==> config.mk <==
export PLATFORM = sky130hd
export DESIGN_NAME = icdf_ram
export DESIGN_NICKNAME = d
export VERILOG_FILES = /design/src/rtl/icdf_ram.sv
export SDC_FILE = /design/constraint.sdc
export NUM_CORES = 1
export LEC_CHECK = 0
export BUFFER_PORTS_ARGS = -buffer_cell sky130_fd_sc_hd__buf_2
export CORE_MARGIN = 5
export CORE_UTILIZATION = 50
export CTS_CLUSTER_SIZE = 30
export DETAILED_ROUTE_END_ITERATION = 8
export GPL_TIMING_DRIVEN = 0
export PLACE_DENSITY_LB_ADDON = 0.2
export SLEW_MARGIN = 10
export SYNTH_ARGS = -nofsm -noshare
export SYNTH_HDL_FRONTEND = slang
export SYNTH_SLANG_ARGS = --single-unit
==> constraint.sdc <==
create_clock -name clk_i -period 1.5 [get_ports clk_i]
set_input_delay 0.075 -clock clk_i [delete_from_list [all_inputs] [get_ports clk_i]]
set_output_delay 0.075 -clock clk_i [all_outputs]
set_load 0.02 [all_outputs]
==> src/rtl/icdf_ram.sv <==
// generic single-write, single-read ram with registered read data
// no dependencies
module icdf_ram #(
  parameter int unsigned WIDTH = 8,
  parameter int unsigned DEPTH = 16
) (
  input  logic                     clk_i,
  input  logic                     we_i,
  input  logic [$clog2(DEPTH)-1:0] waddr_i,
  input  logic [WIDTH-1:0]         wdata_i,
  input  logic [$clog2(DEPTH)-1:0] raddr_i,
  output logic [WIDTH-1:0]         rdata_o
);

  logic [WIDTH-1:0] mem [DEPTH];

  always_ff @(posedge clk_i) begin
    if (we_i) begin
      mem[waddr_i] <= wdata_i;
    end
    rdata_o <= mem[raddr_i];
  end

endmodule

==> reports/qor.log, run 1 <==
[setup_path] R2R setup slack 0.12 ns
[clocking] clock root buffer sky130_fd_sc_hd__clkbuf_8
[setup_path] Critical R2R Capture rdata_o[1]$_DFF_P_
[synthesis] share of synthesized area occupied by flip-flops and latches 77.78%
[setup_path] worst setup path category reg -> reg
[synthesis] count of mapped cells out of synthesis 229
[detailed_routing] Iter 0 DRT Violations 161
[global_route] global router's overall resource usage 16.99%
[timing] fmax 726.9 MHz
[global_route] first-pass GRT wire length 14.97 mm
[floorplan] height of the chip 111.5 um
[detailed_routing] post-detailed-route via-to-cell ratio 5.569
[detailed_routing] via total after detailed routing 2389
[clocking] H-tree depth 4
[setup_path] family with the most delay on the worst path multiplexers
[power_and_ir_drop] sum of internal, switching and leakage power 8.696 mW
[floorplan] initial cell density of the core 50.54%
[setup_path] number of cell instances on the worst register-to-register path 3
[synthesis] area leader, netlist sky130_fd_sc_hd__edfxtp_1
[synthesis] mean instance size in the synthesized netlist 22.48 um^2
[setup_path] delay of the slowest cell on the worst path 0.56 ns
[floorplan] core box area 10180 um^2
[global_route] global route total overflow 0
[global_route] pin count of the biggest net entering global routing 17
[layout] proportion of layout cells with a drive suffix above 1 29.01%
[placed_design] cell area reported after detailed placement 5448 um^2
[setup_path] critical-path maximum fanout 1
[setup_path] start of the worst register-to-register path mem[5][1]$_DFFE_PP_
[timing] Rel. slew slack 43.69%
[clocking] buffer levels on the longest clock path 2
[setup_path] buffers and inverters on the worst path 0
[layout] non-filler instance count after layout 429
[timing] setup repair after global routing missed its margin no
[power_and_ir_drop] leakage power 2.059 nW
[clocking] TritonCTS Sinks 136
[clocking] # Post-CTS Setup Buffers 0
[setup_path] series of cell instances along the critical path mux4_1 -> a22oi_1 -> nand2_1
[clocking] clock latency of the later-clocked register in the worst-skew pair 0.52 ns
[layout] growth of design area from synthesis to finish 18.67%
[floorplan] die span in x 111.5 um
[placed_design] Final Wtd Congestion 0.7181
[floorplan] Die Footprint 12420 um^2
[timing] Min Clock Period, post-route 1.376 ns
[detailed_routing] first-pass iteration count of the detailed router 4
[setup_path] Worst Setup Start Kind flip-flop
[setup_path] critical path startpoint mem[5][1]$_DFFE_PP_
[timing] setup total negative slack 0 ns
[placed_design] placed cell count 389
[layout] number of nets at the end of the flow 298
[clocking] number of buffers created by CTS 17
[setup_path] Worst path slowest cell sky130_fd_sc_hd__mux4_1
[setup_path] arrival time of the worst setup path 1.77 ns
[floorplan] I/O pin cnt 26
[setup_path] Required @ worst endpoint 1.89 ns
[global_route] antenna violations before repair 0
[timing] worst slew pin tran 0.8415 ns
[synthesis] Synth top area share 74.67%
[detailed_routing] final wirelength 9.770 mm
[placed_design] count of port buffers added during placement 24
[detailed_routing] number of design rule violations left after detail routing 0
[synthesis] Yosys cell types 19
[run] max-capacitance violation count 0
[floorplan] cell row count 37
[synthesis] post-synthesis net count 247
[worst_hold_path] Hold Crit Start raddr_i[1]
[clocking] TritonCTS clock tree built
[layout] Layout Cell Area excl Fill 6108 um^2
[setup_path] critical path depth 3
[detailed_routing] Antenna Violating Nets Remaining 0
[layout] Inserted Diodes 0
[power_and_ir_drop] total power density per cell area 1424 nW/um^2
[status] result of the run finished, final reports clean
[global_route] number of global-route vias before repair 2455
[timing] Max Clock Skew 0.01348 ns
[timing] period utilization 91.71%
[synthesis] post-synthesis register bit count 136
[clocking] clock-pin slew on the worst setup and hold paths 0.06 ns
[synthesis] Syn Std Cell Area 5147 um^2
[timing] # setup viols final 0
[setup_path] capturing element of the worst setup path rdata_o[1]$_DFF_P_
[power_and_ir_drop] maximum VDD drop 764.7 uV
[placed_design] estimated wirelength of the detail-placed design 6.130 mm
[synthesis] cell types occupying the most area after synthesis sky130_fd_sc_hd__edfxtp_1 75%, sky130_fd_sc_hd__mux4_2 7.9%, sky130_fd_sc_hd__mux4_1 7.1%, sky130_fd_sc_hd__dfxtp_1 3.1%, sky130_fd_sc_hd__a22oi_1 2.3%
[timing] Final Max Tran Viols 0
[worst_hold_path] class of the most critical hold timing path in -> reg
[setup_path] critical path endpoint category flip-flop
[detailed_routing] post-detailed-route wirelength per cell 22.77 um
[timing] number of failing hold endpoints at the final stage 0
[layout] Util after Layout 59.98%
[synthesis] synth warn 0
## cells in the mapped netlist
master and count:
sky130_fd_sc_hd__and2b_1 1, sky130_fd_sc_hd__nand3_1 1, sky130_fd_sc_hd__buf_2 3, sky130_fd_sc_hd__nor3_1 4, sky130_fd_sc_hd__nor2_1 13, sky130_fd_sc_hd__buf_6 3
sky130_fd_sc_hd__or3b_2 1, sky130_fd_sc_hd__buf_4 1, sky130_fd_sc_hd__nand2b_1 2, sky130_fd_sc_hd__dfxtp_1 8, sky130_fd_sc_hd__mux4_1 14, sky130_fd_sc_hd__nand2_1 9
sky130_fd_sc_hd__and2_1 1, sky130_fd_sc_hd__nand3b_1 2, sky130_fd_sc_hd__edfxtp_1 128, sky130_fd_sc_hd__a22oi_1 16, sky130_fd_sc_hd__nor2b_1 1, sky130_fd_sc_hd__clkdlybuf4s25_2 3
sky130_fd_sc_hd__mux4_2 18
## worst min path at each step
stage                               end  slack [ns]  cells after the start
CTS                  rdata_o[0]$_DFF_P_        0.03                      4
global route         rdata_o[0]$_DFF_P_        0.05                      4
detailed placement           rdata_o[0]        0.49                      1
finish               rdata_o[0]$_DFF_P_        0.06                      4
floorplan           mem[0][0]$_DFFE_PP_        0.17                      0
global placement    mem[7][5]$_DFFE_PP_        0.48                      1
## worst register-to-register path, cell delays in order, from the launching register on
cell,delay (ns)
sky130_fd_sc_hd__edfxtp_1,0.36
sky130_fd_sc_hd__mux4_1,0.56
sky130_fd_sc_hd__a22oi_1,0.25
sky130_fd_sc_hd__nand2_1,0.08
## cells in the final DEF (no fill, tap or decap)
| master | count |
|---|---|
| sky130_fd_sc_hd__a22oi_1 | 16 |
| sky130_fd_sc_hd__and2_1 | 1 |
| sky130_fd_sc_hd__and2b_1 | 1 |
| sky130_fd_sc_hd__buf_2 | 27 |
| sky130_fd_sc_hd__buf_4 | 1 |
| sky130_fd_sc_hd__buf_6 | 3 |
| sky130_fd_sc_hd__bufinv_16 | 3 |
| sky130_fd_sc_hd__clkbuf_1 | 4 |
| sky130_fd_sc_hd__clkbuf_16 | 16 |
| sky130_fd_sc_hd__clkbuf_8 | 2 |
| sky130_fd_sc_hd__clkdlybuf4s25_2 | 3 |
| sky130_fd_sc_hd__clkinv_2 | 6 |
| sky130_fd_sc_hd__clkinvlp_4 | 1 |
| sky130_fd_sc_hd__dfxtp_1 | 8 |
| sky130_fd_sc_hd__dlygate4sd3_1 | 8 |
| sky130_fd_sc_hd__edfxtp_1 | 128 |
| sky130_fd_sc_hd__mux4_1 | 14 |
| sky130_fd_sc_hd__mux4_2 | 18 |
| sky130_fd_sc_hd__nand2_1 | 9 |
| sky130_fd_sc_hd__nand2b_1 | 2 |
| sky130_fd_sc_hd__nand3_1 | 1 |
| sky130_fd_sc_hd__nand3b_1 | 2 |
| sky130_fd_sc_hd__nor2_1 | 13 |
| sky130_fd_sc_hd__nor2b_1 | 1 |
| sky130_fd_sc_hd__nor3_2 | 4 |
| sky130_fd_sc_hd__or3b_2 | 1 |
## registers in the layout, indices dropped and copies added (netlist names)
signal / cells
mem: 128
rdata_o: 8
## logic make-up after synthesis
| family | Yosys count | share of synthesized area (%) |
|---|---|---|
| flops | 136 | 77.78 |
| buf+inv | 10 | 1.677 |
| simple gates | 35 | 3.184 |
| compound gates | 16 | 2.334 |
| mux | 32 | 15.02 |
## per-stage QoR
stage	hold WS, ns	setup WS [ns]
floorplan	0.1739	0.1589
global placement	0.4783	-0.4091
detailed placement	0.4920	-0.3511
CTS	0.02961	0.1224
global route	0.05314	0.07976
finish	0.05975	0.1244
## repair_timing
item / in CTS / in global routing
hold buffers: 8 / 0
endpoints found under the hold margin: 128 / 0
gates resized for setup: 0 / 0
## per-layer routing
metal,up-vias,part of all wire [%],GRT usage [%]
met5,-,0,0
met4,0,1.2,5.839
met3,10,6.2,4.783
met2,76,47,25.05
met1,1225,46,24.73
li1,1078,-,-
## final cells by class
cell class	count	area, um^2
multi-input cells	83	1077
plain buffers	10	86.33
fillers	766	4076
flip-flops and latches	136	4004
well taps	136	170.2
clock inverters	10	127.6
clock buffers	22	442.9
repair buffers	32	200.2
## where the power goes
group / leakage (nW) / total (mW) / internal, mW / switching [mW]
sequential: 1.22 / 4.27 / 4.25 / 0.0181
clock: 0.282 / 3.98 / 2.56 / 1.42
combinational: 0.553 / 0.448 / 0.183 / 0.265
total: 2.06 / 8.70 / 6.99 / 1.71
Power figures use the tool's default switching activity.
==> run 2, diff against run 1 <==
- RECOVER_POWER: not set -> 50
==> reports/qor.log, run 2 (same netlist as run 1, synthesis figures left out) <==
[placed_design] post-placement worst setup slack -0.3511 ns
[worst_hold_path] Hold Path Cell Cnt 4
[timing] fmax 730.0 MHz
[layout] growth of design area from synthesis to finish 18.35%
[timing] # setup viols final 0
[detailed_routing] first-pass iteration count of the detailed router 4
[power_and_ir_drop] total power density per cell area 1428 nW/um^2
[setup_path] Critical R2R Capture rdata_o[2]$_DFF_P_
[power_and_ir_drop] leakage power 2.033 nW
[layout] commonest non-fill, non-tap cells in the layout 128 x sky130_fd_sc_hd__edfxtp_1, 18 x sky130_fd_sc_hd__buf_2, 18 x sky130_fd_sc_hd__mux4_2, 16 x sky130_fd_sc_hd__a22oi_1, 16 x sky130_fd_sc_hd__clkbuf_16
[timing] Rel. slew slack 14.71%
[floorplan] core box area 10180 um^2
[layout] leading cell type in the layout, fill and taps excluded sky130_fd_sc_hd__edfxtp_1
[placed_design] estimated wirelength of the detail-placed design 6.130 mm
[floorplan] Die Footprint 12420 um^2
[layout] Most flops, register mem
[clocking] TritonCTS clock tree built
[timing] number of failing hold endpoints at the final stage 0
[layout] area taken by multi-input logic gates 1072 um^2
[clocking] clock root buffer sky130_fd_sc_hd__clkbuf_8
[timing] Final Max Tran Viols 0
[clocking] number of buffers created by CTS 17
[power_and_ir_drop] maximum VDD drop 765.0 uV
[timing] setup total negative slack 0 ns
[worst_hold_path] class of the most critical hold timing path in -> reg
[run] max-capacitance violation count 0
[status] result of the run finished, final reports clean
[setup_path] start of the worst register-to-register path mem[5][2]$_DFFE_PP_
[setup_path] Worst Setup Start Kind flip-flop
[setup_path] critical path startpoint mem[5][2]$_DFFE_PP_
[detailed_routing] Antenna Violating Nets Remaining 0
[setup_path] Required @ worst endpoint 1.89 ns
[timing] worst slew pin tran 1.270 ns
[detailed_routing] via total after detailed routing 2400
[timing] period utilization 91.32%
[detailed_routing] final wirelength 9.806 mm
[clocking] clock-pin slew on the worst setup and hold paths 0.06 ns
[setup_path] critical-path maximum fanout 1
[timing] Min Clock Period, post-route 1.370 ns
[global_route] first-pass GRT wire length 14.97 mm
[global_route] number of global-route vias before repair 2455
[setup_path] capturing element of the worst setup path rdata_o[2]$_DFF_P_
[layout] number of nets at the end of the flow 298
[layout] number of filler instances in the final layout 769
[clocking] TritonCTS Sinks 136
[global_route] global router's overall resource usage 16.99%
[layout] Layout Cell Area excl Fill 6092 um^2
[placed_design] count of port buffers added during placement 24
[detailed_routing] post-detailed-route via-to-cell ratio 5.594
[floorplan] I/O pin cnt 26
[global_route] global route total overflow 0
[setup_path] arrival time of the worst setup path 1.76 ns
[layout] proportion of layout cells with a drive suffix above 1 25.60%
[clocking] H-tree depth 4
[setup_path] worst setup path category reg -> reg
[detailed_routing] Iter 0 DRT Violations 156
[timing] Post-Route Hold Slack 0.06180 ns
[layout] Top Registers mem x128, rdata_o x8
[clocking] # Post-CTS Setup Buffers 0
[detailed_routing] number of design rule violations left after detail routing 0
[clocking] clock latency of the later-clocked register in the worst-skew pair 0.52 ns
[floorplan] die span in x 111.5 um
[setup_path] critical path endpoint category flip-flop
[global_route] antenna violations before repair 0
[timing] setup repair after global routing missed its margin no
[floorplan] height of the chip 111.5 um
[setup_path] number of cell instances on the worst register-to-register path 3
[setup_path] R2R setup slack 0.13 ns
[timing] final setup slack of the worst path 0.1302 ns
[layout] total area of sequential cells 4004 um^2
[floorplan] cell row count 37
[floorplan] initial cell density of the core 50.54%
[detailed_routing] post-detailed-route wirelength per cell 22.86 um
[layout] number of flip-flops under the largest register name 128
[layout] Inserted Diodes 0
[placed_design] cell area reported after detailed placement 5448 um^2
[global_route] pin count of the biggest net entering global routing 17
[timing] Max Clock Skew 0.01586 ns
[placed_design] Final Wtd Congestion 0.7181
[clocking] buffer levels on the longest clock path 2
run 2: routing by layer:
| metal | vias up | part of all wire, % | global-route usage (%) |
|---|---|---|---|
| li1 | 1077 | - | - |
| met1 | 1251 | 47 | 24.73 |
| met2 | 64 | 47 | 25.05 |
| met3 | 8 | 4.3 | 4.783 |
| met4 | 0 | 1.0 | 5.839 |
| met5 | - | 0 | 0 |
run 2: metrics by stage:
stage,util (%),cells,power (mW)
after floorplan,-,229,4.593
after global placement,53.44,389,4.771
after detailed placement,53.49,389,4.786
after CTS,59.88,429,8.765
after global routing,59.82,429,8.978
final,59.82,429,8.698
run 2: where the power goes:
part / switching [mW] / internal, mW
combinational: 0.266 / 0.179
sequential: 0.0181 / 4.25
clock: 1.43 / 2.56
run 2: timing repair:
action	CTS	global route
endpoints found under the hold margin	128	0
hold buffers	8	0
gates resized for setup	0	0
run 2: area by class of cell:
type                            count  share of cell area [%]
Multi-Input combinational cell     83                   17.60
Tap cell                          136                   2.793
Clock inverter                     10                   2.095
Sequential cell                   136                   65.72
Clock buffer                       22                   7.270
Buffer                             10                   1.417
Timing Repair Buffer               32                   3.101
run 2: worst min path at each step:
| stage | to | slack, ns | from |
|---|---|---|---|
| 5_1_grt | rdata_o[0]$_DFF_P_ | 0.05 | raddr_i[1] |
| 2_1_floorplan | mem[0][0]$_DFFE_PP_ | 0.17 | wdata_i[0] |
| 3_3_place_gp | mem[7][5]$_DFFE_PP_ | 0.48 | wdata_i[5] |
| 4_1_cts | rdata_o[0]$_DFF_P_ | 0.03 | raddr_i[1] |
| 6_report | rdata_o[0]$_DFF_P_ | 0.06 | raddr_i[1] |
| 3_5_place_dp | rdata_o[0] | 0.49 | rdata_o[0]$_DFF_P_ |
run 2: worst max-delay path, cell delays in order (launching register included):
cell and delay [ns]:
sky130_fd_sc_hd__edfxtp_1 0.36, sky130_fd_sc_hd__mux4_1 0.57, sky130_fd_sc_hd__a22oi_1 0.24, sky130_fd_sc_hd__nand2_1 0.08
